`src/design/spe_pkg.sv`:
```
// Shared types, opcodes and constants of the stack program executor.
package spe_pkg;

    localparam int STACK_DEPTH_DEFAULT = 128;
    localparam int WORD_W              = 32;
    localparam int LINE_W              = 31;
    localparam int MODE_W              = 4;

    typedef enum logic [MODE_W-1:0] {
        OP_PUSH   = 4'd0,
        OP_POP    = 4'd1,
        OP_DUP    = 4'd2,
        OP_ADD    = 4'd3,
        OP_SUB    = 4'd4,
        OP_PRINTV = 4'd5,
        OP_IN     = 4'd6,
        OP_BIZ    = 4'd7,
        OP_BINZ   = 4'd8,
        OP_JMP    = 4'd9,
        OP_END    = 4'd10
    } op_t;

    // Per-cell move: keep, take from the cell above (toward top), take from below.
    typedef enum logic [1:0] {
        SHIFT_HOLD = 2'd0,
        SHIFT_DOWN = 2'd1,
        SHIFT_UP   = 2'd2
    } shift_t;

    typedef struct packed {
        shift_t top_op;
        shift_t rest_op;
    } cell_ctrl_t;

    typedef struct packed {
        logic signed [WORD_W-1:0] shown_value;
        logic                     show_valid;
        logic                     branch_taken;
        logic [LINE_W-1:0]        target_line;
        logic                     halt;
        logic                     overflow_flag;
        logic                     underflow_flag;
        logic                     empty_read_flag;
        logic                     unknown_flag;
    } result_t;

endpackage

```
`src/design/spe_exec.sv`:
```
// Instruction decode and execute against the two top stack cells.
module spe_exec #(
    parameter int STACK_DEPTH = spe_pkg::STACK_DEPTH_DEFAULT,
    parameter int SP_W        = $clog2(STACK_DEPTH + 1)
) (
    input  logic                        fire,
    input  logic [spe_pkg::MODE_W-1:0]  mode,
    input  logic [spe_pkg::LINE_W-1:0]  operand,
    input  logic [spe_pkg::LINE_W-1:0]  entered_value,
    input  logic [spe_pkg::WORD_W-1:0]  top0,
    input  logic [spe_pkg::WORD_W-1:0]  top1,
    input  logic [SP_W-1:0]             sp,
    output spe_pkg::cell_ctrl_t         ctrl,
    output logic [spe_pkg::WORD_W-1:0]  new_top,
    output logic [SP_W-1:0]             sp_next,
    output spe_pkg::result_t            result
);
    import spe_pkg::*;

    logic              full;
    logic              empty;
    logic              has_two;
    logic [WORD_W-1:0] top_val;
    logic [WORD_W-1:0] sec_val;
    logic              taken;
    cell_ctrl_t        ctrl_raw;
    logic [SP_W-1:0]   sp_calc;

    assign full    = (sp == SP_W'(STACK_DEPTH));
    assign empty   = (sp == '0);
    assign has_two = (sp >= SP_W'(2));
    assign top_val = empty ? '0 : top0;
    assign sec_val = has_two ? top1 : '0;

    always_comb
    begin
        ctrl_raw = '{top_op: SHIFT_HOLD, rest_op: SHIFT_HOLD};
        new_top  = '0;
        sp_calc  = sp;
        taken    = 1'b0;
        result   = '0;
        unique case (mode)
            OP_PUSH, OP_IN, OP_DUP:
            begin
                if (mode == OP_DUP)
                begin
                    new_top                = top_val;
                    result.empty_read_flag = empty;
                end
                else if (mode == OP_IN)
                begin
                    new_top = {1'b0, entered_value};
                end
                else
                begin
                    new_top = {1'b0, operand};
                end
                if (full)
                begin
                    result.overflow_flag = 1'b1;
                end
                else
                begin
                    ctrl_raw = '{top_op: SHIFT_DOWN, rest_op: SHIFT_DOWN};
                    sp_calc  = sp + SP_W'(1);
                end
            end
            OP_POP:
            begin
                if (empty)
                begin
                    result.underflow_flag = 1'b1;
                end
                else
                begin
                    ctrl_raw = '{top_op: SHIFT_UP, rest_op: SHIFT_UP};
                    sp_calc  = sp - SP_W'(1);
                end
            end
            OP_ADD, OP_SUB:
            begin
                // pop two, push one: load the top cell, shift the rest up
                new_top               = (mode == OP_ADD) ? (sec_val + top_val)
                                                         : (top_val - sec_val);
                result.underflow_flag = !has_two;
                ctrl_raw              = '{top_op: SHIFT_DOWN, rest_op: SHIFT_UP};
                sp_calc               = has_two ? (sp - SP_W'(1)) : SP_W'(1);
            end
            OP_PRINTV:
            begin
                result.shown_value     = top_val;
                result.show_valid      = 1'b1;
                result.empty_read_flag = empty;
            end
            OP_BIZ:
            begin
                taken                  = (top_val == '0);
                result.empty_read_flag = empty;
            end
            OP_BINZ:
            begin
                taken                  = (top_val != '0);
                result.empty_read_flag = empty;
            end
            OP_JMP:
            begin
                taken = 1'b1;
            end
            OP_END:
            begin
                result.halt = 1'b1;
            end
            default:
            begin
                result.halt         = 1'b1;
                result.unknown_flag = 1'b1;
            end
        endcase
        result.branch_taken = taken;
        result.target_line  = taken ? operand : '0;
    end

    // Apply stack changes only on an input transfer.
    assign ctrl    = fire ? ctrl_raw : cell_ctrl_t'{top_op: SHIFT_HOLD, rest_op: SHIFT_HOLD};
    assign sp_next = fire ? sp_calc : sp;

endmodule

```
`config.mk`:
```
export PLATFORM = sky130hd
export DESIGN_NAME = spe_exec
export DESIGN_NICKNAME = d
export VERILOG_FILES = /design/src/design/spe_pkg.sv /design/src/design/spe_exec.sv
export SDC_FILE = /design/constraint.sdc
export NUM_CORES = 1
export LEC_CHECK = 0
export BUFFER_PORTS_ARGS = -buffer_cell sky130_fd_sc_hd__buf_2
export CAP_MARGIN = 0
export CELL_PAD_IN_SITES_DETAIL_PLACEMENT = 1
export CELL_PAD_IN_SITES_GLOBAL_PLACEMENT = 2
export CORE_MARGIN = 2
export CORE_UTILIZATION = 25
export DETAILED_ROUTE_END_ITERATION = 16
export PLACE_DENSITY_LB_ADDON = 0.1
export SETUP_SLACK_MARGIN = 0.4
export SLEW_MARGIN = 0
export SYNTH_ARGS = -nofsm -noshare
export SYNTH_HDL_FRONTEND = slang
export SYNTH_SLANG_ARGS = --single-unit
```
`constraint.sdc`:
```
create_clock -name vclk -period 9
set_input_delay 1.35 -clock vclk [all_inputs]
set_output_delay 1.35 -clock vclk [all_outputs]
set_load 0.1 [all_outputs]
```
# Yosys cells after proc, flatten, opt, wreduce, memory -nomap -nowiden
# Index checks and enable logic that the tools add are counted.
dict set report totals {
  ff_bits 0
  in_bits 139
  out_inout_bits 114
  elab_cells 52
}
dict set report classes {
  addsub 4
  magnitude_cmp 1
  eq_ne 11
  n_mux 26
  reduce_logical 10
}
# cell count
set ops {}
lappend ops {{$mux 32} 4}
lappend ops {{$pmux 32 s2} 1}
lappend ops {{$mux 31} 2}
lappend ops {{$mux 33} 1}
lappend ops {{$add 32x32->32} 1}
lappend ops {{$logic_not 32->1} 1}
lappend ops {{$mux 8} 4}
lappend ops {{$reduce_bool 32->1} 1}
lappend ops {{$sub 32x32->32} 1}
lappend ops {{$pmux 8 s3} 1}
lappend ops {{$eq 4x3->1 const B} 4}
lappend ops {{$eq 4x4->1 const B} 3}
lappend ops {{$pmux 4 s3} 1}
lappend ops {{$reduce_or 11->1} 1}
lappend ops {{$reduce_or 10->1} 1}
lappend ops {{$add 8x1->8 const B} 1}
lappend ops {{$eq 4x2->1 const B} 2}
lappend ops {{$eq 8x8->1 const B} 1}
lappend ops {{$ge 8x2->1 const B} 1}
lappend ops {{$logic_not 8->1} 1}
lappend ops {{$mux 4} 2}
lappend ops {{$sub 8x1->8 const B} 1}
lappend ops {{$mux 1} 6}
lappend ops {{$reduce_or 3->1} 2}
lappend ops {{other kinds (7)} 8}

# Longest topological paths before layout
dict set report depth {
  ltp_word 5
  depth_mapped 23
  ltp_nobuf 21
}

# Worst setup path after synthesis
# Ideal clock, no wire load.
dict set report synth_path {
  path_kind {in2out}
  startpoint {in sp[5]}
  endpoint {out new_top[30] (netlist name)}
  arrival_time_ns 7.483
  setup_slack_ns 0.167
  stages 21
  path_cell_list {clkbuf_1 > nor2_1 > nand4_1 > clkbuf_1 > buf_1 > nand2_1 > ha_1 > o21ai_0 > a21oi_2 > nor2_1 > o31ai_1 > a31oi_1 > ha_1 > nand2_1 > o21ai_0 > a2111oi_0 > a2bb2oi_1 > o21ai_1 > o41ai_2 > mux2i_1 > o21ai_0}
}
dict set report synth_between {
  elab_chain_cells 5
  elab_cells_between_ends 9
  cone_classes {add/sub: 2; order compare: 1; mux: 5; reduce/logical: 1}
}
# element line_no
set synth_lines {}
lappend synth_lines {{from (decl)} spe_exec.sv:12} ;# input logic [SP_W-1:0] sp,
lappend synth_lines {{$ge 8x2->1 or $logic_not 8->1 (tied branches)} {spe_exec.sv:31, spe_exec.sv:30}}
lappend synth_lines {{$mux 32 (on tied branches)} {spe_exec.sv:33, spe_exec.sv:32}}
lappend synth_lines {{$sub 32x32->32 or $add 32x32->32 (tied branches)} {spe_exec.sv:84, spe_exec.sv:83}}
lappend synth_lines {{$mux 32} spe_exec.sv:83} ;# new_top = (mode == OP_ADD) ? (sec_val + top_val)
lappend synth_lines {{$pmux 32 s2 *} spe_exec.sv:42} ;# unique case (mode)
lappend synth_lines {{to (decl)} spe_exec.sv:14} ;# output logic [spe_pkg::WORD_W-1:0] new_top,
# Mark *: on every way between the ends. The rest lies on a longest branch, timed or not.

# Worst setup path after layout
dict set report layout_path {
  startpoint {in sp[0]}
  endpoint {out new_top[24] (netlist name)}
}
# Same word-level chain as after synthesis.

==> flow_summary.json <==
{
  "status": "finished, final reports clean",
  "place.gp.congestion": 0.924,
  "rsz0062_at_grt": "false",
  "core_area_mm2": 0.0181,
  "relSlewSlack_pct": 41.6,
  "maxSlewViolCount": 0,
  "synthAdderAreaFrac_pct": 12.0,
  "die_w_um": 140,
  "route.detailed.drc": 0,
  "hold_path.class": "input port to output pin",
  "start_util_pct": 25.7,
  "post-cts-setup-buffers": 0,
  "final_nets": 1120,
  "ant_nets": 0,
  "utilization_pct": 34.0,
  "min_period_ns": 7.96,
  "dr_total_vias": 6391,
  "muxShareOfSynthArea_pct": 7.12,
  "ios": 253,
  "die_h_um": 140,
  "first_pass_iters": 5,
  "ys_types": 61,
  "stdcell_area_mm2": 0.00614,
  "synth_compound_area_share_pct": 31.9,
  "seq_cells": 0,
  "layout_setup_ws_ns": 1.04,
  "arrival_ns": 6.61,
  "p_leak_uw": 0.00314,
  "hold_viol": 0,
  "cts_resized": 0,
  "fillCellCount": 2408,
  "worst_slew_pin_slew_ns": 0.875,
  "antenna_cells": 0,
  "total_power_uw": 520,
  "synth_nets": 894,
  "grt_pass1_vias": 6626,
  "setup-violations-final": 0,
  "yosys_warnings": 0,
  "routed_wl_um": 24500,
  "dpl.hpwl_um": 20500,
  "first_iter_violations": 307,
  "antenna_found_initial": 0,
  "grt_overflow": 0,
  "viasPerCell": 5.49,
  "cp_max_fo": 15,
  "place_ws_ns": 1.03,
  "critPathCaptureType": "output pin",
  "final.period_utilization_pct": 88.5,
  "fmax_mhz": 126,
  "syn_to_final_growth_pct": 32.3,
  "startpoint_type": "input port",
  "grt_usage_pct": 23.6,
  "worstSetupPathType": "input port to output pin",
  "num_rows": 49,
  "tns_ns": 0,
  "cts_hold_buf": 0,
  "syn_area_mm2": 0.00464,
  "synth-xor-area-share_pct": 8.68,
  "powerDensity_mw_per_mm2": 84.7,
  "maxCapViolations": 0,
  "io_buffers": 253,
  "critical_path_required_ns": 7.65,
  "post_drt_wl_per_cell_um": 21.1,
  "synth_top_family_by_area": "simple AND/OR/NAND/NOR gates",
  "register_area_um2": 0,
  "synthSimpleGateAreaFrac_pct": 35.4,
  "synth_area_per_cell_um2": 6.53,
  "grt_max_degree": 33,
  "clkbuf_count": 0,
  "syn_inst": 711,
  "yosysSeqAreaShare_pct": 0,
  "dieArea_mm2": 0.0197,
  "placed_area_mm2": 0.00614,
  "grt_pass1_wl_um": 37400,
  "ir_drop_uv": 26.0,
  "final_layout_size_suffix_gt1_share_pct": 30.8
}
## cell usage after synthesis (all sizes together) (10+ instances only)
| cell | instances | area, um^2 |
|---|---|---|
| nor3 | 11 | 66.3 |
| o21ai | 40 | 200 |
| a21o | 18 | 135 |
| xnor2 | 31 | 272 |
| a31oi | 13 | 81.3 |
| a221o | 10 | 100 |
| clkbuf | 33 | 124 |
| nor4 | 13 | 118 |
| nor2 | 70 | 263 |
| ha | 43 | 538 |
| and3 | 35 | 219 |
| o31ai | 12 | 90.1 |
| inv | 20 | 75.1 |
| xor2 | 15 | 131 |
| o221ai | 21 | 184 |
| and2 | 58 | 363 |
| a21oi | 57 | 289 |
| nand2b | 12 | 75.1 |
| nand2 | 71 | 269 |
| mux2i | 33 | 330 |
## path summary, 6_finish.rpt
kind	from	cells past startpoint	to	slack [ns]
hold / removal	operand[2]	3	result[7]	3.21
setup / recovery	sp[0]	23	new_top[24]	1.04
## layer usage
layer,up-vias,GRT usage (%),share of wire [%]
li1,3082,-,-
met1,3067,33.0,46
met2,222,40.8,47
met3,20,2.09,6.0
met4,0,2.82,1.1
met5,-,0,0
## cells by family after synthesis
| logic type | count (synthesis) |
|---|---|
| simple gates | 310 |
| xor+xnor | 46 |
| buf+inv | 59 |
| fa+ha+maj | 44 |
| mux | 33 |
| compound gates | 219 |
## cell type report
cell class	count	area (um^2)	share of cell area [%]
Multi-Input combinational cell	652	4440	72.3
Inverter	20	75.1	1.22
Tap cell	229	287	4.67
Timing Repair Buffer	263	1340	21.8
## per-stage QoR
step                instances  hold slack [ns]
finish                   1164             3.21
global route             1164             3.22
CTS                      1164             3.20
detailed placement       1164             3.20
global placement         1164             3.20
floorplan                 711             3.11
## layout by cell type (no fill, tap or decap), drive strengths merged, types with 8 or more instances in the layout
cell type	instances
a21oi	57
nor2b	9
xnor2	31
buf	263
nor2	70
and2	58
a31oi	13
mux2i	33
a21o	18
xor2	15
o31ai	12
nand4	8
o221ai	21
nor3	11
nand2b	12
ha	43
nor4	13
o21ai	40
inv	20
and3	35
nand2	71
a221o	10
## critical path: stages
cell       delay (ns)
buf_2            0.14
inv_1            0.07
ha_1             0.20
nor2_1           0.12
nand4_1          0.15
buf_4            0.24
nand2_1          0.11
ha_1             0.25
o21ai_0          0.24
a21oi_2          0.35
nor2_1           0.21
o31ai_1          0.30
a31oi_1          0.11
ha_1             0.34
nand2_1          0.16
o21ai_0          0.15
a2111oi_0        0.43
a2bb2oi_1        0.42
nor2_1           0.13
or2_2            0.31
xnor2_1          0.14
o221ai_1         0.19
buf_2            0.48
## where the power goes
group | switching [uW] | internal [uW]
logic | 374 | 146
clock network | 0 | 0
registers | 0 | 0
Power figures use the tool's default switching activity.
