<file path="src/design/spe_pkg.sv">
// Shared types, opcodes and constants of the stack program executor.
package spe_pkg;

    localparam int STACK_DEPTH_DEFAULT = 128;
    localparam int WORD_W              = 32;
    localparam int LINE_W              = 31;
    localparam int MODE_W              = 4;

    typedef enum logic [MODE_W-1:0] {
        OP_PUSH   = 4'd0,
        OP_POP    = 4'd1,
        OP_DUP    = 4'd2,
        OP_ADD    = 4'd3,
        OP_SUB    = 4'd4,
        OP_PRINTV = 4'd5,
        OP_IN     = 4'd6,
        OP_BIZ    = 4'd7,
        OP_BINZ   = 4'd8,
        OP_JMP    = 4'd9,
        OP_END    = 4'd10
    } op_t;

    // Per-cell move: keep, take from the cell above (toward top), take from below.
    typedef enum logic [1:0] {
        SHIFT_HOLD = 2'd0,
        SHIFT_DOWN = 2'd1,
        SHIFT_UP   = 2'd2
    } shift_t;

    typedef struct packed {
        shift_t top_op;
        shift_t rest_op;
    } cell_ctrl_t;

    typedef struct packed {
        logic signed [WORD_W-1:0] shown_value;
        logic                     show_valid;
        logic                     branch_taken;
        logic [LINE_W-1:0]        target_line;
        logic                     halt;
        logic                     overflow_flag;
        logic                     underflow_flag;
        logic                     empty_read_flag;
        logic                     unknown_flag;
    } result_t;

endpackage

</file>
<file path="src/design/spe_cell.sv">
// One stack entry of the shift-register stack.
module spe_cell (
    input  logic                      clk,
    input  spe_pkg::shift_t           op,
    input  logic [spe_pkg::WORD_W-1:0] up_data,
    input  logic [spe_pkg::WORD_W-1:0] down_data,
    output logic [spe_pkg::WORD_W-1:0] data
);
    import spe_pkg::*;

    logic [WORD_W-1:0] data_reg;
    logic [WORD_W-1:0] data_next;

    always_comb
    begin
        unique case (op)
            SHIFT_DOWN: data_next = up_data;
            SHIFT_UP:   data_next = down_data;
            default:    data_next = data_reg;
        endcase
    end

    always_ff @(posedge clk)
    begin
        data_reg <= data_next;
    end

    assign data = data_reg;

endmodule

</file>
<file path="config.mk">
export PLATFORM = sky130hd
export DESIGN_NAME = spe_cell
export DESIGN_NICKNAME = d
export VERILOG_FILES = /design/src/design/spe_pkg.sv /design/src/design/spe_cell.sv
export SDC_FILE = /design/constraint.sdc
export NUM_CORES = 1
export LEC_CHECK = 0
export BUFFER_PORTS_ARGS = -buffer_cell sky130_fd_sc_hd__clkbuf_2
export CAP_MARGIN = 10
export CORE_ASPECT_RATIO = 0.9
export CORE_MARGIN = 2
export CORE_UTILIZATION = 45
export DETAILED_ROUTE_END_ITERATION = 12
export GPL_TIMING_DRIVEN = 0
export PLACE_DENSITY = 0.85
export RECOVER_POWER = 100
export SETUP_SLACK_MARGIN = 0.1
export SYNTH_ARGS = -nofsm -noshare
export SYNTH_HDL_FRONTEND = slang
export SYNTH_SLANG_ARGS = --single-unit
</file>
<file path="constraint.sdc">
create_clock -name clk -period 2.4 [get_ports clk]
set_input_delay 0.24 -clock clk [delete_from_list [all_inputs] [get_ports clk]]
set_output_delay 0.24 -clock clk [all_outputs]
set_load 0.02 [all_outputs]
</file>
==> After elaboration in Yosys (flattened, before gate mapping) <==
Index checks and enable logic that the tools add are counted.
{ "totals": {"out_inout_bits": 32, "elab_cells": 5, "in_bits": 67, "reg_bits": 32} }
{ "op_classes": {"n_eq_ne": 2, "n_reduce_logical": 1, "n_mux": 1} }
{ "ops": {"columns": ["op", "count"], "rows": [
  ["$pmux W32 S2", 1],
  ["$eq A2 B1 Y1 const B", 1],
  ["$eq A2 B2 Y1 const B", 1],
  ["$reduce_bool A2 Y1", 1]
]} }

==> Depth between registers and ports, before layout <==
Gate-level depths: netlist of the first run.
{ "depth": {"depth_word": 2, "ltp_mapped": 5, "ltp_nobuf": 3} }

==> Worst setup path after synthesis of the first run <==
OpenSTA, ideal clock, no wires.
{ "synth_path": {"kind": "input to register", "from": "input op[0]", "to": "register data_reg[0] (netlist: data[0]) (enable)", "arrival_ps": 1178, "required_ps": 2013, "setup_slack_ps": 835, "stages": 3, "setup_ps": 387, "path_cell_list": "inv_1 > ha_1 > inv_1"} }
{ "synth_between": {"elab_chain_len": 2, "word_cells_on_any_way": 3, "cone_classes": "eq/ne: 2; reduce/logical: 1"} }
{ "synth_rtl": {"columns": ["item", "line", "text"], "rows": [
  ["start: declaration", "spe_cell.sv:4", "input spe_pkg::shift_t op,"],
  ["$eq A2 B2 Y1 or $eq A2 B1 Y1 (tied branches)", "spe_cell.sv:16", "unique case (op)"],
  ["$reduce_bool A2 Y1 (no line) (*)", null, null],
  ["end signal: assignment", "spe_cell.sv:25", "data_reg <= data_next;"],
  ["end: declaration", "spe_cell.sv:11", "logic [WORD_W-1:0] data_reg;"]
]} }
Mark *: on every way between the ends. The rest lies on a longest branch, timed or not.
A chain may end at the register's enable or synchronous reset.

==> Worst setup path in the final report of the first run <==
{ "layout_path": {"from": "input op[0]", "to": "register data_reg[8] (netlist: data[8]) (data pin)"} }
{ "layout_between": {"elab_chain_len": 2, "word_cells_on_any_way": 3, "cone_classes": "eq/ne: 2; mux: 1"} }
{ "layout_rtl": {"columns": ["item", "line", "text"], "rows": [
  ["$eq A2 B2 Y1 or $eq A2 B1 Y1 (tied branches)", "spe_cell.sv:16", null],
  ["$pmux W32 S2 (*)", "spe_cell.sv:16", null],
  ["via data_next[8]", "spe_cell.sv:12", "logic [WORD_W-1:0] data_next;"]
]} }
Mark *: on every way through the listed nets, which the timed path passes. The rest lies on a longest branch.

==> impl_metrics.toml, run 1 <==
[outcome]
status = "completed"

[sta]
maxSlewViolCount = 0
period_share = 0.656
tns_ns = 0
slew_headroom = 0.516
period_needed_ns = 1.57
tightest_slew_ns = 0.725
max_clock_freq_mhz = 635
hold_viol = 0
rsz0062_at_grt = "false"
holdWs_ns = 0.243
setup_viol = 0

[placement]
gp_congestion = 0.718
dpl.cell_count = 213
dp_hpwl_um = 2290
portBuffers = 98

[die]
die_y_um = 59.2
design.die.area_um2 = 3870
start_util = 0.462
core_um2 = 3300
rows = 20
io_pins = 99
die_x_um = 65.4

[worst_setup_path]
crit_path_start_kind = "primary input"
crit_fanout = 10
worst_ep_required_time_ns = 2.42
cp.arrival_ns = 1.60
worstSetupPathType = "primary input to flip-flop"
worstSetupEndpointType = "flip-flop"

[grt]
grt_pass1_wl_um = 4530
antenna_found_initial = 0
grt_max_degree = 33
grt_pass1_vias = 1038
grt.total_usage = 0.161
grt.overflow.total = 0

[power_and_ir_drop]
clkPwrFrac = 0.322
power_uw = 1510
comb_power_share = 0.192
seqPwrFrac = 0.486
p_sw_frac = 0.259
p_int_uw = 1120
vdd_drop_max_mv = 0.457
powerDensity_nw_per_um2 = 756
p_switching_uw = 390
p_leak_uw = 0.000846

[yosys]
ys_ff_latch = 32
synthTopCellsByArea = "edfxtp_1 (63%), mux2_4 (30%), buf_12 (3.9%)"
synth_top_area_frac = 0.630
ys_async_sr_fraction = 0
syn_inst = 71
synth.distinct_cells = 7
yosysSeqAreaShare = 0.630
synth_edf_count = 32
synthesis.nets = 139
synth_ff_type = "edfxtp_1"
syn_area_per_cell_um2 = 21.5
yosys.area.top_type = "edfxtp_1"
synthMostInstantiatedCell = "edfxtp_1"
synth_common_cells = "edfxtp_1 (32), mux2_4 (30), buf_12 (3), inv_1 (2), mux2_2 (2)"
ys_warn_count = 0
syn_area_um2 = 1530

[cts]
cts.clk_slew.worst_paths_ns = 0.07
htree_levels = 2
clockBufferDepth = 2
post_cts.repair.setup_buffers = 0
cts_made_buffers = 5
root_buffer = "clkbuf_8"
cts.sinks = 32
cts_hold_buffers = 0
ctsResizeCount = 0
cts_tree = "done"

[routing]
drc = 0
ant_nets = 0
vias = 1001
drt_iter0_drc = 36
dr.pass1.iters = 4
viasPerCell = 4.51
wl_per_cell_um = 13.5
routed_wl_um = 3000

[layout]
diodes = 0
syn_to_final_growth_pct = 30.8
fill_cells = 314
fin_util = 0.604
layout.nets = 245
largest_reg_flops = 32
layout.cells.non_filler = 222
drive_gt1_frac = 0.438

[min_path]
hp-class = "primary input to flip-flop"

[run]
maxCapViolations = 0
## cells in the final DEF (no fill, tap or decap)
| cell type | synthesis | routed |
|---|---|---|
| clkbuf_1 | 0 | 36 |
| mux2_2 | 2 | 2 |
| edfxtp_1 | 32 | 32 |
| buf_8 | 0 | 1 |
| ha_1 | 1 | 1 |
| mux2_1 | 0 | 27 |
| clkinv_1 | 0 | 2 |
| bufinv_16 | 0 | 1 |
| clkbuf_8 | 0 | 5 |
| mux2_4 | 30 | 3 |
| inv_1 | 2 | 2 |
| clkbuf_2 | 0 | 66 |
## area by class of cell
class,count,area (um^2),area share
Multi-Input combinational cell,33,384,0.193
Clock inverter,3,37.5,0.0188
Tap cell,44,55.1,0.0276
Sequential cell,32,961,0.482
Clock buffer,5,68.8,0.0345
Inverter,2,7.51,0.00376
Buffer,4,15.0,0.00753
Timing Repair Buffer,99,465,0.233
## worst max-delay path, cell delays in order
cell and delay, ns:
clkbuf_2 0.08, inv_1 0.04, ha_1 0.13, clkbuf_1 0.21
clkbuf_1 0.48, mux2_1 0.40
## power groups by stage
| stage | logic [uW] | registers, uW | clock network, uW |
|---|---|---|---|
| floorplan | 108 | 851 | 0 |
| global placement | 346 | 742 | 0 |
| detailed placement | 354 | 747 | 0 |
| CTS | 355 | 736 | 497 |
| global route | 314 | 738 | 522 |
| finish | 290 | 732 | 485 |
## path summary, 6_finish.rpt
path / start / to / slack, ns / cells after the start
min: up_data[9] / data[9] / 0.24 / 2
max: op[0] / data[8] / 0.83 / 6
## cells by family (layout without fill, tap and decap cells)
family	count (synthesis)	in the layout	synth area share
muxes	32	32	0.310
adders and majority gates	1	1	0.00820
DFF	32	32	0.630
buffers and inverters	6	113	0.0517
## per-stage QoR
step,cell area [um^2],setup WS (ns)
after floorplan,1530,0.835
after CTS,2180,0.780
after global routing,1990,0.700
after global placement,2070,0.564
final,1990,0.826
after detailed placement,2070,0.509
## routing by layer
layer,track usage,vias up,share of wire
li1,-,484,-
met5,0,-,0
met1,0.181,447,0.40
met3,0.0361,5,0.084
met4,0.0893,0,0.016
met2,0.287,65,0.50
(Power assumes the default switching activity.)
==> run 2: changes to the inputs <==
- CORE_UTILIZATION: 45 -> 42
- PLACE_DENSITY: 0.85 -> 0.8
- clock period: 2.4 -> 1.55 ns (I/O delays scaled with it)
==> run 2 against run 1 <==
  * Critical path depth is the same
  * Largest cell class unchanged
  * Via count is 1.7% higher
  * Cell count shrank 0.90%
==> impl_metrics.toml, run 2 (synthesis results as in run 1) <==
[power_and_ir_drop]
p_switching_uw = 584
p_int_uw = 1570
seqPwrFrac = 0.527
powerDensity_nw_per_um2 = 1070
p_leak_uw = 0.000842
comb_power_share = 0.215
vdd_drop_max_mv = 0.472
power_uw = 2150
p_sw_frac = 0.271
clkPwrFrac = 0.259

[cts]
cts.sinks = 32
cts_tree = "done"
htree_levels = 2
post_cts.repair.setup_buffers = 0
root_buffer = "clkbuf_8"
cts_hold_buffers = 0
cts.clk_slew.worst_paths_ns = 0.06
ctsResizeCount = 0
cts_made_buffers = 5
clockBufferDepth = 2

[sta]
setup_viol = 0
tns_ns = 0
max_clock_freq_mhz = 742
slew_headroom = 0.562
period_share = 0.869
period_needed_ns = 1.35
tightest_slew_ns = 0.655
rsz0062_at_grt = "false"
maxSlewViolCount = 0
hold_viol = 0
setup_ws_ns = 0.202

[worst_setup_path]
worstSetupPathType = "primary input to flip-flop"
worst_ep_required_time_ns = 1.57
crit_fanout = 10
slowest_stage = "clkbuf_1"
cp.arrival_ns = 1.36
crit_path_start_kind = "primary input"
path_cells = "clkbuf_2, inv_1, ha_1, clkbuf_1, buf_12, mux2_1"
worstSetupEndpointType = "flip-flop"
cpPeakStageDelay_ns = 0.40

[grt]
grt.overflow.total = 0
grt_pass1_vias = 1084
grt_pass1_wl_um = 4460
grt_max_degree = 33
antenna_found_initial = 0
grt.total_usage = 0.157

[die]
start_util = 0.445
io_pins = 99
design.die.area_um2 = 4130
die_x_um = 67.5
core_um2 = 3430
rows = 20
die_y_um = 61.2

[routing]
ant_nets = 0
vias = 1018
routed_wl_um = 2970
dr.pass1.iters = 3
viasPerCell = 4.63
drc = 0
wl_per_cell_um = 13.5
drt_iter0_drc = 61

[placement]
gp_congestion = 0.634
dp_slack_ns = -0.0716
portBuffers = 98
dp_hpwl_um = 2360

[layout]
layout.nets = 244
diodes = 0
final_cell_mix = "clkbuf_2 (66), clkbuf_1 (33), edfxtp_1 (32), mux2_1 (27), clkbuf_8 (5)"
largest_reg_flops = 32
syn_to_final_growth_pct = 31.3
drive_gt1_frac = 0.455
final_common_cell = "clkbuf_2"

[min_path]
hp-class = "primary input to flip-flop"

[outcome]
status = "completed"

[run]
maxCapViolations = 0
run 2: changes by cell type in the layout (fill, tap and decap cells not counted), sizes merged:
cell	before	now
buf	1	3
bufinv	1	0
clkbuf	107	104
clkinvlp	0	1
inv	2	1
run 2: power groups by stage:
stage | logic, uW | registers [uW] | clock network (uW)
6_report | 462 | 1130 | 557
4_1_cts | 558 | 1140 | 584
5_1_grt | 499 | 1150 | 626
3_5_place_dp | 556 | 1150 | 0
3_3_place_gp | 542 | 1150 | 0
2_1_floorplan | 171 | 1320 | 0
run 2: final cells by class:
cell class | instances | area, um^2
buffer | 4 | 63.8
clock buffer | 5 | 68.8
clock inverter | 2 | 7.51
fill | 312 | 1430
inverter | 2 | 11.3
multi-input combinational | 33 | 384
sequential | 32 | 961
tap | 44 | 55.1
timing repair buffer | 98 | 450
run 2: worst paths after layout:
path	startpoint	to	cells after the start
setup / recovery	op[0]	data[12]	6
hold / removal	up_data[18]	data[18]	2
run 2: routing by layer:
| layer | part of all wire | vias to the layer above | wire length, um | GRT usage |
|---|---|---|---|---|
| li1 | - | 481 | - | - |
| met1 | 0.36 | 461 | 1070 | 0.141 |
| met2 | 0.51 | 67 | 1500 | 0.296 |
| met3 | 0.11 | 9 | 315 | 0.0622 |
| met4 | 0.028 | 0 | 82 | 0.0962 |
| met5 | 0 | - | 0 | 0 |
run 2: worst max-delay path, delay by kind of cell:
family	cells	cell delay (ns)
muxes	1	0.34
buffers and inverters	4	0.73
adders and majority gates	1	0.14
run 2: metrics by stage:
stage	cell area, um^2	util	hold WS, ns	cells
floorplan	1530	-	0.372	71
global placement	2070	0.605	0.455	213
detailed placement	2070	0.605	0.460	213
CTS	2150	0.627	0.168	220
global route	2000	0.584	0.162	220
finish	2000	0.584	0.166	220
==> run 3: changes to the inputs <==
- CORE_MARGIN: 2 -> not set
- REMOVE_ABC_BUFFERS: not set -> 1
==> run 3 against run 2 <==
  * Global-route usage decreased by 0.58 points
  * Final area is 0.69% lower
  * Routed wire length grew 1.5%
  * Sequential power hardly changed
  * Combinational power shrank 2%
  * Highest routed layer unchanged
  * Maximum frequency is 4.0% higher
  * Sequential cell count is the same
==> impl_metrics.toml, run 3 (synthesis results as in run 1) <==
[power_and_ir_drop]
p_switching_uw = 610
p_leak_uw = 0.000833
comb_power_share = 0.193
power_uw = 2340
powerDensity_nw_per_um2 = 1180
p_int_uw = 1730
p_sw_frac = 0.261
clkPwrFrac = 0.322
vdd_drop_max_mv = 0.827
seqPwrFrac = 0.485

[die]
start_util = 0.445
die_x_um = 65.5
core_um2 = 3430
die_y_um = 59.2
design.die.area_um2 = 3880
io_pins = 99
rows = 20

[worst_setup_path]
worstSetupEndpointType = "flip-flop"
worstPathBufferInverterCount = 3
cp.arrival_ns = 1.31
slowest_stage = "mux2_1"
cpPeakStageDelay_ns = 0.36
worstSetupPathType = "primary input to flip-flop"
worst_ep_required_time_ns = 1.56
path_cells = "clkbuf_2, inv_1, ha_4, clkbuf_4, mux2_1"
crit_fanout = 17
crit_path_start_kind = "primary input"
cp.depth = 5
crit_family = "buffers and inverters"

[cts]
htree_levels = 2
cts_hold_buffers = 0
cts_made_buffers = 5
root_buffer = "clkbuf_8"
ctsResizeCount = 1
cts.clk_slew.worst_paths_ns = 0.06
cts_tree = "done"
cts.sinks = 32
clockBufferDepth = 2
post_cts.repair.setup_buffers = 0

[routing]
ant_nets = 0
dr.pass1.iters = 4
drc = 0
routed_wl_um = 3020
vias = 998
wl_per_cell_um = 13.8
viasPerCell = 4.58
drt_iter0_drc = 17

[layout]
seq_area_um2 = 961
layout.cells.non_filler = 218
syn_to_final_growth_pct = 30.4
final_cell_mix = "clkbuf_2 (66), edfxtp_1 (32), clkbuf_1 (32), mux2_1 (27), clkbuf_8 (5)"
multi_input_area_um2 = 397
fill_cells = 312
layout.nets = 241
largest_reg_flops = 32
final_common_cell = "clkbuf_2"
finalInstanceArea_um2 = 1990
diodes = 0
fin_util = 0.580
drive_gt1_frac = 0.460

[grt]
grt_pass1_vias = 1014
grt.total_usage = 0.151
antenna_found_initial = 0
grt.overflow.total = 0
grt_max_degree = 33
grt_pass1_wl_um = 4200

[sta]
holdWs_ns = 0.165
rsz0062_at_grt = "false"
slew_headroom = 0.571
hold_viol = 0
setup_viol = 0
max_clock_freq_mhz = 772
period_needed_ns = 1.30
period_share = 0.836
tightest_slew_ns = 0.642
maxSlewViolCount = 0

[run]
maxCapViolations = 0

[placement]
portBuffers = 98
place_area_um2 = 2030
dp_hpwl_um = 2280
dpl.cell_count = 210
gp_congestion = 0.689

[outcome]
status = "completed"

[min_path]
min_path_cells = 2
hp-class = "primary input to flip-flop"
run 3: changes by cell type in the layout (fill, tap and decap cells not counted), sizes merged:
cell and delta:
bufinv +1, buf -3
run 3: area by class of cell:
class / count / share of cell area
clock buffer: 5 / 0.0346
clock inverter: 3 / 0.0189
inverter: 2 / 0.00566
multi-input combinational: 33 / 0.199
sequential: 32 / 0.483
tap: 44 / 0.0277
timing repair buffer: 99 / 0.230
run 3: layer usage:
layer | share of wire | up-vias | GRT usage | wire length, um
met2 | 0.53 | 60 | 0.281 | 1610
met5 | 0 | - | 0 | 0
li1 | - | 478 | - | -
met1 | 0.36 | 458 | 0.144 | 1090
met4 | 0.0086 | 0 | 0.0745 | 26
met3 | 0.098 | 2 | 0.0615 | 297
run 3: worst paths after layout:
path              endpoint         from  slack, ns
setup / recovery  data[26]        op[0]       0.25
hold / removal    data[15]  up_data[15]       0.16
run 3: power by group through the flow:
stage | Combinational, uW | Sequential [uW] | Clock [uW]
after global placement | 524 | 1150 | 0
after global routing | 484 | 1150 | 804
final | 452 | 1130 | 755
after floorplan | 154 | 1320 | 0
after CTS | 544 | 1140 | 771
after detailed placement | 539 | 1160 | 0
run 3: per-stage QoR:
stage	setup WS, ns	TNS, ns
2_1_floorplan	-0.557	-15.54
3_3_place_gp	-0.886	-32.22
3_5_place_dp	-0.270	-10.61
4_1_cts	0.149	0
5_1_grt	0.174	0
6_report	0.255	0
