<file path="src/design/spe_pkg.sv">
// Shared types, opcodes and constants of the stack program executor.
package spe_pkg;

    localparam int STACK_DEPTH_DEFAULT = 128;
    localparam int WORD_W              = 32;
    localparam int LINE_W              = 31;
    localparam int MODE_W              = 4;

    typedef enum logic [MODE_W-1:0] {
        OP_PUSH   = 4'd0,
        OP_POP    = 4'd1,
        OP_DUP    = 4'd2,
        OP_ADD    = 4'd3,
        OP_SUB    = 4'd4,
        OP_PRINTV = 4'd5,
        OP_IN     = 4'd6,
        OP_BIZ    = 4'd7,
        OP_BINZ   = 4'd8,
        OP_JMP    = 4'd9,
        OP_END    = 4'd10
    } op_t;

    // Per-cell move: keep, take from the cell above (toward top), take from below.
    typedef enum logic [1:0] {
        SHIFT_HOLD = 2'd0,
        SHIFT_DOWN = 2'd1,
        SHIFT_UP   = 2'd2
    } shift_t;

    typedef struct packed {
        shift_t top_op;
        shift_t rest_op;
    } cell_ctrl_t;

    typedef struct packed {
        logic signed [WORD_W-1:0] shown_value;
        logic                     show_valid;
        logic                     branch_taken;
        logic [LINE_W-1:0]        target_line;
        logic                     halt;
        logic                     overflow_flag;
        logic                     underflow_flag;
        logic                     empty_read_flag;
        logic                     unknown_flag;
    } result_t;

endpackage

</file>
<file path="src/design/spe_outbuf.sv">
// Output register with skid stage for the result channel.
module spe_outbuf (
    input  logic             clk,
    input  logic             rst_n,
    input  logic             push,
    input  spe_pkg::result_t push_data,
    output logic             can_push,
    output logic             out_valid,
    input  logic             out_ready,
    output spe_pkg::result_t out_data
);
    import spe_pkg::*;

    result_t main_reg;
    result_t main_next;
    result_t skid_reg;
    result_t skid_next;
    logic    main_valid_reg;
    logic    main_valid_next;
    logic    skid_valid_reg;
    logic    skid_valid_next;
    logic    pop;

    assign pop      = main_valid_reg && out_ready;
    assign can_push = !skid_valid_reg;

    always_comb
    begin
        main_next       = main_reg;
        main_valid_next = main_valid_reg;
        skid_next       = skid_reg;
        skid_valid_next = skid_valid_reg;
        if (!main_valid_reg || pop)
        begin
            // advance the skid entry first, else take the new result
            main_next       = skid_valid_reg ? skid_reg : push_data;
            main_valid_next = skid_valid_reg || push;
            skid_valid_next = 1'b0;
        end
        else if (push)
        begin
            skid_next       = push_data;
            skid_valid_next = 1'b1;
        end
    end

    always_ff @(posedge clk or negedge rst_n)
    begin
        if (!rst_n)
        begin
            main_valid_reg <= 1'b0;
            skid_valid_reg <= 1'b0;
        end
        else
        begin
            main_valid_reg <= main_valid_next;
            skid_valid_reg <= skid_valid_next;
        end
    end

    always_ff @(posedge clk)
    begin
        main_reg <= main_next;
        skid_reg <= skid_next;
    end

    assign out_valid = main_valid_reg;
    assign out_data  = main_reg;

endmodule
</file>
<file path="config.mk">
export PLATFORM = sky130hd
export DESIGN_NAME = spe_outbuf
export DESIGN_NICKNAME = d
export VERILOG_FILES = /design/src/design/spe_pkg.sv /design/src/design/spe_outbuf.sv
export SDC_FILE = /design/constraint.sdc
export NUM_CORES = 1
export LEC_CHECK = 0
export ABC_AREA = 1
export BUFFER_PORTS_ARGS = -buffer_cell sky130_fd_sc_hd__buf_2
export CELL_PAD_IN_SITES_DETAIL_PLACEMENT = 1
export CELL_PAD_IN_SITES_GLOBAL_PLACEMENT = 2
export CORE_ASPECT_RATIO = 1.2
export CORE_MARGIN = 3
export CORE_UTILIZATION = 34
export CTS_CLUSTER_DIAMETER = 200
export DETAILED_ROUTE_END_ITERATION = 6
export GPL_TIMING_DRIVEN = 0
export PLACE_DENSITY = 0.79
export SLEW_MARGIN = 10
export SYNTH_ARGS = -nofsm -noshare
export SYNTH_HDL_FRONTEND = slang
export SYNTH_SLANG_ARGS = --single-unit
</file>
<file path="constraint.sdc">
create_clock -name clk -period 6.2 [get_ports clk]
set_input_delay 0.62 -clock clk [delete_from_list [all_inputs] [get_ports clk]]
set_output_delay 0.62 -clock clk [all_outputs]
set_load 0.01 [all_outputs]
</file>
# Word-level counts from Yosys, hierarchy flattened

Index checks and enable logic that the tools add are counted.

Logic and storage cells: 31
Input bits: 74
Output and inout bits: 72
Flip-flop bits (word level): 142

Reduce and logical (&&, ||, !) cells: 7
Bitwise logic cells: 1
Mux-type cells: 3

Operators by type and width:

| cell                | number |
|---|---|
| two-way mux 70 bit  | 1 |
| logical NOT 1 bit   | 2 |
| logical OR 1 bit    | 2 |
| two-way mux 1 bit   | 2 |
| AND reduction 2 bit | 1 |
| nonzero test 2 bit  | 1 |
| logical AND 1 bit   | 1 |
| NOT 1 bit           | 1 |

# Depth between registers and ports, before layout

Gate-level depths: netlist (run 1).

Word-level depth: 4
Gate-level depth with buffers: 5
Mapped depth without buffers: 3

# Least setup slack after synthesis (run 1)

No wires, ideal clock.

Kind: input to register
From: input out_ready
To: register skid_reg[0] (netlist name) (enable)
Stages on the path: 3
Setup time: 0.498 ns
Setup slack: 0.322 ns
Data arrival time: 5.380 ns
Path buffers: 0
Data required time: 5.702 ns
Path through: inv_1 > nand2_1 > nor2_1

Longest elaborated chain between the ends: 4

Ends and longest elaborated chain:

| what                                 | RTL line         | RTL |
|---|---|---|
| start, declared                      | spe_outbuf.sv:9  | `input logic out_ready,` |
| logical AND 1 bit                    | spe_outbuf.sv:24 | `assign pop = main_valid_reg && out_ready;` |
| logical OR 1 bit                     | spe_outbuf.sv:33 | `if (!main_valid_reg \|\| pop)` |
| NOT 1 bit (no source line)           | -                |  |
| AND reduction 2 bit (no source line) | -                |  |
| end signal, assigned                 | spe_outbuf.sv:64 | `skid_reg <= skid_next;` |
| end, declared                        | spe_outbuf.sv:16 | `result_t skid_reg;` |

Every way passes these cells.
A chain may end at the register's enable or synchronous reset.

# Worst setup path after layout (run 1)

From: register skid_valid_reg
To: output can_push

Longest elaborated chain between the ends: 1

Ends and longest elaborated chain:

| what                   | RTL line         | RTL |
|---|---|---|
| start, declared        | spe_outbuf.sv:20 | `logic skid_valid_reg;` |
| start signal, assigned | spe_outbuf.sv:57 | `skid_valid_reg <= skid_valid_next;` |
| logical NOT 1 bit      | spe_outbuf.sv:25 | `assign can_push = !skid_valid_reg;` |
| end, declared          | spe_outbuf.sv:7  | `output logic can_push,` |

Every way passes these cells.

==> results.md, run 1 <==
Status:
- The flow ran to the end, and the final reports show no timing, DRC or antenna violations.

Timing:
- The max-slew violation count is 0.
- The transition time at the pin with the least slew margin is 0.5424 ns.
- The count of endpoints failing hold in the final timing report is 0.
- Setup repair after global routing left no endpoint under its margin.
- The fmax is 504.8 MHz.
- Measured against its own limit, the worst slew margin works out to 63.81%.
- Between clock sinks in the finished design, the worst skew comes to 0.006344 ns.
- After layout, the worst path uses 31.95% of the clock period.
- The worst hold margin is 0.3970 ns.
- The final critical-path required period is 1.981 ns.
- The number of setup violations in the final report is 0.

Placed design:
- The count of buffers from port buffering is 145.
- The instance count after placement with tap cells included is 728.
- Routability-driven placement finished with a final weighted congestion of 0.7628.
- Summing all placed instances gives a cell area of 6311 sq um.
- The post-DP HPWL is 8.188 mm.

Synth:
- In the synthesized netlist, mux cells make up 0% of the area.
- Of the total synthesized cell area, the portion taken by full adders, half adders and majority gates is 0%.
- The most common cell in the synthesized netlist is sky130_fd_sc_hd__nand2_1.
- The count of cell types in the netlist is 8.
- The number of synthesized flops with an enable pin is 140.
- Yosys printed 0 warnings.
- The complex-gate fraction of the synthesized area is 0%.
- Of the total synthesized cell area, the portion taken by AND, OR, NAND and NOR gates is 15.46%.
- The main combinational cell family by area after synthesis is simple AND/OR/NAND/NOR gates.
- The synthesized design spends more area on one cell type than any other, namely sky130_fd_sc_hd__edfxtp_1.
- The post-synth design cell area is 5220 sq um.
- Sequential cells were found to cover 81.50% of the synthesized design area.
- The number of nets handed over by synthesis was 449.
- By count the netlist is led by sky130_fd_sc_hd__nand2_1, sky130_fd_sc_hd__edfxtp_1, sky130_fd_sc_hd__buf_6.
- The synthesized design contains 142 register bits.
- The share of flip-flops with an asynchronous set or reset after synthesis is 1.408%.
- For this run, the leading register cell type out of synthesis is sky130_fd_sc_hd__edfxtp_1.
- After technology mapping, the gate count stands at 375.
- The share of the synthesized netlist area taken by xor and xnor gates is 0%.
- Dividing the synthesized area by the synthesized cell count gives 13.92 sq um.
- The share of synthesized area in the top cell type comes to 80.54%.
- In the post-synthesis netlist, the biggest area contributors are sky130_fd_sc_hd__edfxtp_1, sky130_fd_sc_hd__nand2_1, sky130_fd_sc_hd__buf_6, sky130_fd_sc_hd__buf_4, sky130_fd_sc_hd__dfrtp_1.

Detailed routing:
- Before antenna repair, the detailed router went through 4 iterations.
- The count of routing violations after the opening detailed-route iteration is 232.
- Summing over every cut layer, the via total after detailed routing is 3343.
- The count of unresolved DRC violations after routing is 0.
- In this run the remaining antenna-violating nets after routing total 0.
- For this block, the routed nets add up to 11.99 mm of wire.
- After detailed routing, the average wire length per cell comes to 15.79 microns.
- In the routed layout, each cell is associated on average with a via count of 4.404.

Die:
- The core box area is 15020 sq um.
- The vertical die dimension is 141.7 microns.
- The floorplan step defined a die boundary enclosing 16880 sq um.
- The standard-cell row count is 49.
- The x dimension of the die is 119.1 microns.
- The effective utilization at floorplan is 34.75%.
- 146 I/O pins were placed.

Clocking:
- The clock passes through at most 2 buffers.
- The clock net in this run drives a total of 142 sinks.
- The count of hold-fix buffers inserted at cts is 1.
- The number of gates given a new drive strength after cts is 0.
- In this run the post-CTS setup repair buffer count came out at 0.
- The clock network latency to the later pin of the worst-skew pair is 0.41 ns.
- The cell at the root of the clock tree is sky130_fd_sc_hd__clkbuf_16.
- Counting the buffers created by CTS gives 17.
- The clock slew at the register clock pins of the worst setup and hold paths is 0.06 ns.
- TritonCTS built the clock tree.
- The count of H-tree levels built during CTS is 4.

Cells and area:
- The fraction of layout cells with a size suffix above 1 is 34.41%.
- The signed area change from the synthesized netlist to the final layout is 30.94%.
- The post-layout instance count excluding filler cells is 759.
- The post-route cell area is 6835 sq um.
- The post-layout net count is 618.
- The number of antenna diodes in the final layout is 0.

Pwr:
- The sequential power share is 50.6%.
- The internal portion of the total power is 1.774 mW.
- Summed over all nets, the switching power comes to 0.5214 mW.
- The switching fraction of total power is 22.71%.
- The portion of total power attributed to the clock network is 39.6%.
- The proportion of power drawn by combinational gates is 9.8%.
- The leakage power total is 2.972 nW.
- The worst IR drop on VDD is 134.7 uV.
- In this run the power density over the cells is 335.9 nW/um^2.

Hold path:
- The hold-critical path depth is 1.
- The path category of the worst min-delay check is in2reg.
- The launch point of the worst hold path is push_data[19].

Worst setup path:
- For the worst setup path, the data required time is 5.58 ns.
- Data arrives at the worst endpoint at 1.36 ns.
- In this run the worst setup path begins at skid_valid_reg$_DFFE_PN0P_.
- STA classifies the critical path startpoint as a register.
- The worst setup path is captured at an output pin.
- The cell depth of the worst flop-to-flop path is 4.
- The origin of the critical flop-to-flop path is out_valid$_DFFE_PN0P_.
- The critical path is of the reg2out type.
- In this run the worst path has a maximum fanout of 10.

GRT:
- The global-route track usage on met1 is 17.01%.
- The number of global-route vias before repair is 3646.
- The met3 layer usage reported by global route is 5.622%.
- The wire length of the first global-routing pass is 19.00 mm.
- For this run the aggregate overflow at the end of global routing stands at 0.
- The layer flagged by global routing as most heavily used is met2.
- The number of antenna violations at the first check in global routing is 1.
- The global routing usage on met2 is 24.20%.
- Global routing consumed, over all layers together, 14.57% of the routing resources.
- The largest net degree at the start of global routing is 40.

Flow run:
- Across the run, the number of max-cap violations was 0.
## worst max-delay path, stage by stage, from the launching register on
cell and delay, ns:
sky130_fd_sc_hd__dfrtp_1 0.37, sky130_fd_sc_hd__buf_6 0.16, sky130_fd_sc_hd__inv_6 0.12, sky130_fd_sc_hd__buf_6 0.16, sky130_fd_sc_hd__buf_2 0.14
## cells by family (layout without fill, tap and decap cells)
group / count (synthesis) / in the layout
flip-flops: 142 / 142
buffers and inverters: 18 / 198
AND/OR/NAND/NOR: 215 / 215
## final cells by class
type,instances,area [sq um]
plain buffers,15,142.6
repair buffers,150,830.8
inverters,3,16.27
multi-input cells,215,822.0
clock inverters,8,70.07
flip-flops and latches,142,4254
fillers,1613,8185
clock buffers,22,444.2
well taps,204,255.2
## stage by stage
stage / util, % / setup slack (ns) / power (mW) / setup TNS (ns)
after floorplan: - / 0.3221 / 1.295 / 0
after global placement: 41.28 / -2.720 / 1.403 / -190.19
after detailed placement: 42.02 / 3.849 / 1.414 / 0
after CTS: 45.51 / 4.162 / 2.333 / 0
after global routing: 45.51 / 4.147 / 2.397 / 0
final: 45.51 / 4.219 / 2.296 / 0
## power by group through the flow
stage	Clock (mW)	Sequential [mW]	Combinational [mW]
floorplan	0	1.21	0.0824
global placement	0	1.19	0.214
detailed placement	0	1.18	0.231
CTS	0.936	1.16	0.233
global route	0.975	1.17	0.253
finish	0.908	1.16	0.226
## routing by layer
layer | vias up | share of wire, %
li1 | 1608 | -
met1 | 1612 | 41
met2 | 104 | 50
met3 | 17 | 7.4
met4 | 2 | 1.4
met5 | - | 0.058
## cell usage in the layout, fill, tap and decap left out, types with 4 or more instances in the layout
cell type,Yosys,layout
sky130_fd_sc_hd__clkbuf_16,0,17
sky130_fd_sc_hd__edfxtp_1,140,140
sky130_fd_sc_hd__clkbuf_1,0,5
sky130_fd_sc_hd__nand2_1,212,211
sky130_fd_sc_hd__buf_4,7,7
sky130_fd_sc_hd__buf_2,0,145
sky130_fd_sc_hd__buf_6,8,8
sky130_fd_sc_hd__clkinv_2,0,4
## final timing paths
path                            slack, ns                         end
worst min register to register       0.52      out_data[45]$_DFFE_PP_
worst max register to register       4.30      skid_reg[63]$_DFFE_PP_
min in group asynchronous            0.54       out_valid$_DFFE_PN0P_
worst max-delay path                 4.22                    can_push
max in group asynchronous            5.55  skid_valid_reg$_DFFE_PN0P_
worst min-delay path                 0.40      skid_reg[19]$_DFFE_PP_
(Power assumes the default switching activity.)
==> run 2, diff against run 1 <==
--- a/config.mk
+++ b/config.mk
@@ -5,17 +5,17 @@
 export SDC_FILE = /design/constraint.sdc
 export NUM_CORES = 1
 export LEC_CHECK = 0
-export ABC_AREA = 1
+export ABC_AREA = 0
 export BUFFER_PORTS_ARGS = -buffer_cell sky130_fd_sc_hd__buf_2
 export CELL_PAD_IN_SITES_DETAIL_PLACEMENT = 1
 export CELL_PAD_IN_SITES_GLOBAL_PLACEMENT = 2
 export CORE_ASPECT_RATIO = 1.2
 export CORE_MARGIN = 3
-export CORE_UTILIZATION = 34
+export CORE_UTILIZATION = 39
 export CTS_CLUSTER_DIAMETER = 200
 export DETAILED_ROUTE_END_ITERATION = 6
 export GPL_TIMING_DRIVEN = 0
-export PLACE_DENSITY = 0.79
+export PLACE_DENSITY = 0.8
 export SLEW_MARGIN = 10
 export SYNTH_ARGS = -nofsm -noshare
 export SYNTH_HDL_FRONTEND = slang
==> constraint.sdc (replaced) <==
create_clock -name clk -period 1.95 [get_ports clk]
set_input_delay 0.195 -clock clk [delete_from_list [all_inputs] [get_ports clk]]
set_output_delay 0.195 -clock clk [all_outputs]
set_load 0.01 [all_outputs]
==> run 2 against run 1 <==
Effect of this change:
- highest routed layer is now met4
- sequential share of layout area fell by 7.3 points
- design area rose by 13%
- critical endpoint is now skid_reg[35]$_DFFE_PP_
- synthesized cell count fell by 39%
- via count fell by 11%
- sequential cell count did not move
- first-iteration DRC count fell by 29%
- cell count fell by 14%
==> results.md, run 2 <==
Clocking:
- The largest buffer count on any clock path is 2 (unchanged).
- The count of H-tree levels built during CTS is 4 (unchanged).
- The clock slew at the register clock pins of the worst setup and hold paths came to 0.05 ns (was 0.06 ns).
- The clock tree from TritonCTS is done (unchanged).
- The cell at the root of the clock tree is sky130_fd_sc_hd__clkbuf_16 (unchanged).
- The number of clock buffers inserted by TritonCTS was 17 (unchanged).
- The number of sinks handled by clock tree synthesis is 142 (unchanged).
- The clock network latency to the later pin of the worst-skew pair is 0.41 ns (about the same).

Die:
- The number of primary I/O pins is 146 (unchanged).
- The effective utilization at floorplan is 40.67% (was 34.75%).
- The vertical die dimension is 135.8 microns (was 141.7 microns).
- The x dimension of the die came to 114.2 microns (was 119.1 microns).
- The core box area is 13470 sq um (was 15020 sq um).
- The full die area is 15510 sq um (was 16880 sq um).
- The standard-cell row count came to 46 (was 49).

Synth:
- The share of flip-flops with an asynchronous set or reset after synthesis is 1.408% (unchanged).
- The synthesized area per cell is 24.13 sq um (was 13.92 sq um).
- Top cells by count, synth: sky130_fd_sc_hd__edfxtp_1, sky130_fd_sc_hd__mux2_4, sky130_fd_sc_hd__buf_12 (was sky130_fd_sc_hd__nand2_1, sky130_fd_sc_hd__edfxtp_1, sky130_fd_sc_hd__buf_6).
- The count of cell types in the netlist is 10 (was 8).
- Dominant cells by area after synthesis: sky130_fd_sc_hd__edfxtp_1, sky130_fd_sc_hd__mux2_4, sky130_fd_sc_hd__buf_12, sky130_fd_sc_hd__dfrtp_1, sky130_fd_sc_hd__mux2_2 (was sky130_fd_sc_hd__edfxtp_1, sky130_fd_sc_hd__nand2_1, sky130_fd_sc_hd__buf_6, sky130_fd_sc_hd__buf_4, sky130_fd_sc_hd__dfrtp_1).
- The dominant cell type by area after synthesis is sky130_fd_sc_hd__edfxtp_1 (unchanged).
- The share of the synthesized area in the top cell type came to 76.75% (was 80.54%).
- The count of mapped cells out of synthesis came to 227 (was 375).
- The number of register bits inferred by synthesis came to 142 (unchanged).
- The most used flip-flop cell after synthesis is sky130_fd_sc_hd__edfxtp_1 (unchanged).
- The post-synth design cell area is 5478 sq um (was 5220 sq um).
- The share of synthesized area occupied by flip-flops and latches is 77.66% (was 81.50%).
- The most frequently used cell type in the post-synthesis netlist is sky130_fd_sc_hd__edfxtp_1 (was sky130_fd_sc_hd__nand2_1).
- The number of synthesized flops with an enable pin was 140 (unchanged).
- The net count after synthesis came to 301 (was 449).
- The yosys synthesis warning count was 0 (unchanged).

Worst setup path:
- The sort of element at the start of the critical path is a register (unchanged).
- The register-to-register setup slack is 0.22 ns (was 4.30 ns).
- Cell-by-cell trace of the critical path: nand2b_4 -> nor2_4 -> buf_16 -> buf_12 (was buf_6 -> inv_6 -> buf_6 -> buf_2).
- The origin of the critical flop-to-flop path is out_valid$_DFFE_PN0P_ (unchanged).
- The kind of cell adding the most delay to the critical path is flip-flops (was buffers and inverters).
- The data required time at the worst endpoint is 2.05 ns (was 5.58 ns).
- The critical path data arrival time is 1.83 ns (was 1.36 ns).
- The maximum fanout along the worst path was 30 (was 10).
- The startpoint-to-endpoint class of the critical path was reg2reg (was reg2out).
- The buffering stage count on the worst path with inverters included is 2 (was 4).
- The worst-path cell with the longest stage delay is sky130_fd_sc_hd__dfrtp_1 (unchanged).
- The cell depth of the worst flop-to-flop path is 4 (unchanged).
- The sort of element at the end of the critical path was a register (was output pin).
- The reg-to-reg critical path endpoint is skid_reg[35]$_DFFE_PP_ (was skid_reg[63]$_DFFE_PP_).
- The delay of the slowest cell on the worst path was 0.52 ns (was 0.37 ns).

Detailed routing:
- The remaining antenna violation count is 0 (unchanged).
- The wire length on met1 was 4.778 mm (was 4.886 mm).
- The top routing layer in use is met4 (was met5).
- The count of routing violations after the opening detailed-route iteration is 165 (was 232).
- The average vias per placed instance came to 4.564 (was 4.404).
- The wire length on met2 is 6.085 mm (was 6.035 mm).
- The total via count after detailed routing came to 2962 (was 3343).
- The total wire length after detailed routing is 11.69 mm (was 11.99 mm).
- The average routed wire per standard cell was 18.01 microns (was 15.79 microns).
- The count of unresolved DRC violations after routing is 0 (unchanged).
- The routed length on met3 is 666 microns (was 883 microns).
- The iteration count of the initial detailed-routing pass is 6 (was 4).

Placed design:
- The instance count after placement with tap cells included was 542 (was 728).
- The count of buffers from port buffering is 145 (unchanged).
- The post-DP HPWL came to 7.069 mm (was 8.188 mm).
- The routability congestion estimate was 0.6805 (was 0.7628).

Cells and area:
- The multi-input combinational cell area was 1109 sq um (was 822.0 sq um).
- The post-layout instance count excluding filler cells is 649 (was 759).
- The post-layout net count was 543 (was 618).
- The signed area change from the synthesized netlist to the final layout is 41.39% (was 30.94%).
- The antenna diode count was 0 (unchanged).
- Most frequent cells in the layout: sky130_fd_sc_hd__buf_2, sky130_fd_sc_hd__edfxtp_1, sky130_fd_sc_hd__dlygate4sd3_1 (was sky130_fd_sc_hd__nand2_1, sky130_fd_sc_hd__buf_2, sky130_fd_sc_hd__edfxtp_1).
- The sequential cell area was 4254 sq um (unchanged).
- The fraction of layout cells with a size suffix above 1 is 52.60% (was 34.41%).
- The leading cell type in the layout, fill and taps excluded is sky130_fd_sc_hd__buf_2 (was sky130_fd_sc_hd__nand2_1).
- The total of fill cells in the finished design is 1229 (was 1613).

Timing:
- The count of endpoints failing hold in the final timing report is 0 (unchanged).
- Static timing analysis puts the maximum clock frequency at 578.8 MHz.
- The setup skew after layout was 0.006868 ns (was 0.006344 ns).
- The worst relative slew slack came to 33.82% (was 63.81%).
- The max-slew violation count came to 0 (unchanged).
- Setup repair after global routing missed its margin: no (unchanged).
- The fraction of the cycle the final worst path needs is 88.59%.
- The number of setup violations in the final report is 0 (unchanged).
- The transition time at the pin with the least slew margin is 0.9927 ns (was 0.5424 ns).
- The final critical-path required period is 1.728 ns.

Pwr:
- The cell-internal power was 5.823 mW (was 1.774 mW).
- The power density of the placed cells is 957.2 nW/um^2 (was 335.9 nW/um^2).
- The portion of total power attributed to the clock network is 38.3% (was 39.6%).
- The proportion of power drawn by combinational gates is 12.1% (was 9.8%).
- The worst IR drop on VDD is 637.8 uV (was 134.7 uV).
- The final total power came to 7.413 mW (was 2.296 mW).
- The leakage power total is 3.130 nW (was 2.972 nW).
- The sequential power share came to 49.6% (was 50.6%).
- The power spent charging and discharging nets is 1.591 mW (was 0.5214 mW).
- The switching fraction of total power came to 21.46% (was 22.71%).

Status:
- Status: finished, final reports clean (unchanged).

GRT:
- The wire length of the first global-routing pass was 17.71 mm (was 19.00 mm).
- The largest net degree at the start of global routing was 38 (was 40).
- The number of global-route vias before repair is 3269 (was 3646).
- The total congestion overflow is 0 (unchanged).
- The number of antenna violations at the first check in global routing is 0 (was 1).
- The total global-route track usage is 15.34% (was 14.57%).

Flow run:
- The number of max-cap violations came to 0 (unchanged).

Hold path:
- The path category of the worst min-delay check is in2async (was in2reg).
-- run 2: changes by cell type after synthesis --
| cell | change |
|---|---|
| sky130_fd_sc_hd__mux2_2 | +2 |
| sky130_fd_sc_hd__nand2b_1 | +1 |
| sky130_fd_sc_hd__nand2_1 | -211 |
| sky130_fd_sc_hd__buf_4 | -7 |
| sky130_fd_sc_hd__buf_12 | +7 |
| sky130_fd_sc_hd__mux2_4 | +68 |
| sky130_fd_sc_hd__inv_6 | -1 |
| sky130_fd_sc_hd__buf_6 | -7 |
-- run 2: per-layer routing --
| metal | vias up | track usage (%) |
|---|---|---|
| met5 | - | 0 |
| met4 | 0 | 5.017 |
| met3 | 12 | 5.343 |
| met2 | 102 | 26.73 |
| met1 | 1458 | 17.63 |
| li1 | 1390 | - |
-- run 2: layout make-up --
| type | instances | share of cell area (%) |
|---|---|---|
| plain buffers | 8 | 1.955 |
| well taps | 168 | 2.714 |
| flip-flops and latches | 142 | 54.93 |
| clock inverters | 12 | 1.018 |
| repair buffers | 220 | 19.39 |
| clock buffers | 19 | 5.590 |
| inverters | 2 | 0.09693 |
| multi-input cells | 78 | 14.31 |
-- run 2: timing repair --
action | in CTS | in global routing
pin swaps | 1 | 0
resized for setup | 1 | 0
endpoints found under the hold margin | 73 | 0
hold buffers | 72 | 0
setup endpoints to repair | 70 | 13
setup buffers | 1 | 0
gates cloned | 2 | 1
-- run 2: worst max path at each step --
| stage | start | to | slack (ns) | depth (start not counted) |
|---|---|---|---|---|
| after floorplan | out_valid$_DFFE_PN0P_ | skid_reg[0]$_DFFE_PP_ | -0.52 | 2 |
| after global placement | out_valid$_DFFE_PN0P_ | skid_reg[40]$_DFFE_PP_ | -1.31 | 2 |
| after detailed placement | out_valid$_DFFE_PN0P_ | skid_reg[47]$_DFFE_PP_ | -0.70 | 4 |
| after CTS | out_valid$_DFFE_PN0P_ | skid_reg[35]$_DFFE_PP_ | 0.07 | 4 |
| after global routing | out_valid$_DFFE_PN0P_ | skid_reg[11]$_DFFE_PP_ | 0.1 | 4 |
| final | out_valid$_DFFE_PN0P_ | skid_reg[35]$_DFFE_PP_ | 0.22 | 4 |
-- run 2: logic make-up (layout without fill, tap and decap cells) --
family / count (synthesis) / in the layout / share of synthesized area (%)
AND/OR/NAND/NOR: 5 / 8 / 0.3883
flip-flops: 142 / 142 / 77.66
buffers and inverters: 10 / 261 / 2.901
multiplexers: 70 / 70 / 19.05
-- run 2: per-stage QoR --
step           setup WS [ns]  hold WS (ns)  utilization (%)  area (sq um)  setup TNS, ns
6_report              0.2224        0.1368            57.51          7745              0
5_1_grt              0.09862        0.1332            57.51          7745              0
4_1_cts              0.07156       0.08391            57.44          7736              0
3_5_place_dp         -0.6959     -0.009754            48.09          6476         -35.74
3_3_place_gp          -1.307      -0.01327            47.73          6429         -91.23
2_1_floorplan        -0.5237       -0.1006                -          5493         -36.66
-- run 2: power by group through the flow --
stage	logic (mW)	registers, mW	clock network (mW)
floorplan	0.377	3.81	0
global placement	0.746	3.73	0
detailed placement	0.782	3.74	0
CTS	0.908	3.68	2.91
global route	0.964	3.70	3.03
finish	0.899	3.68	2.84
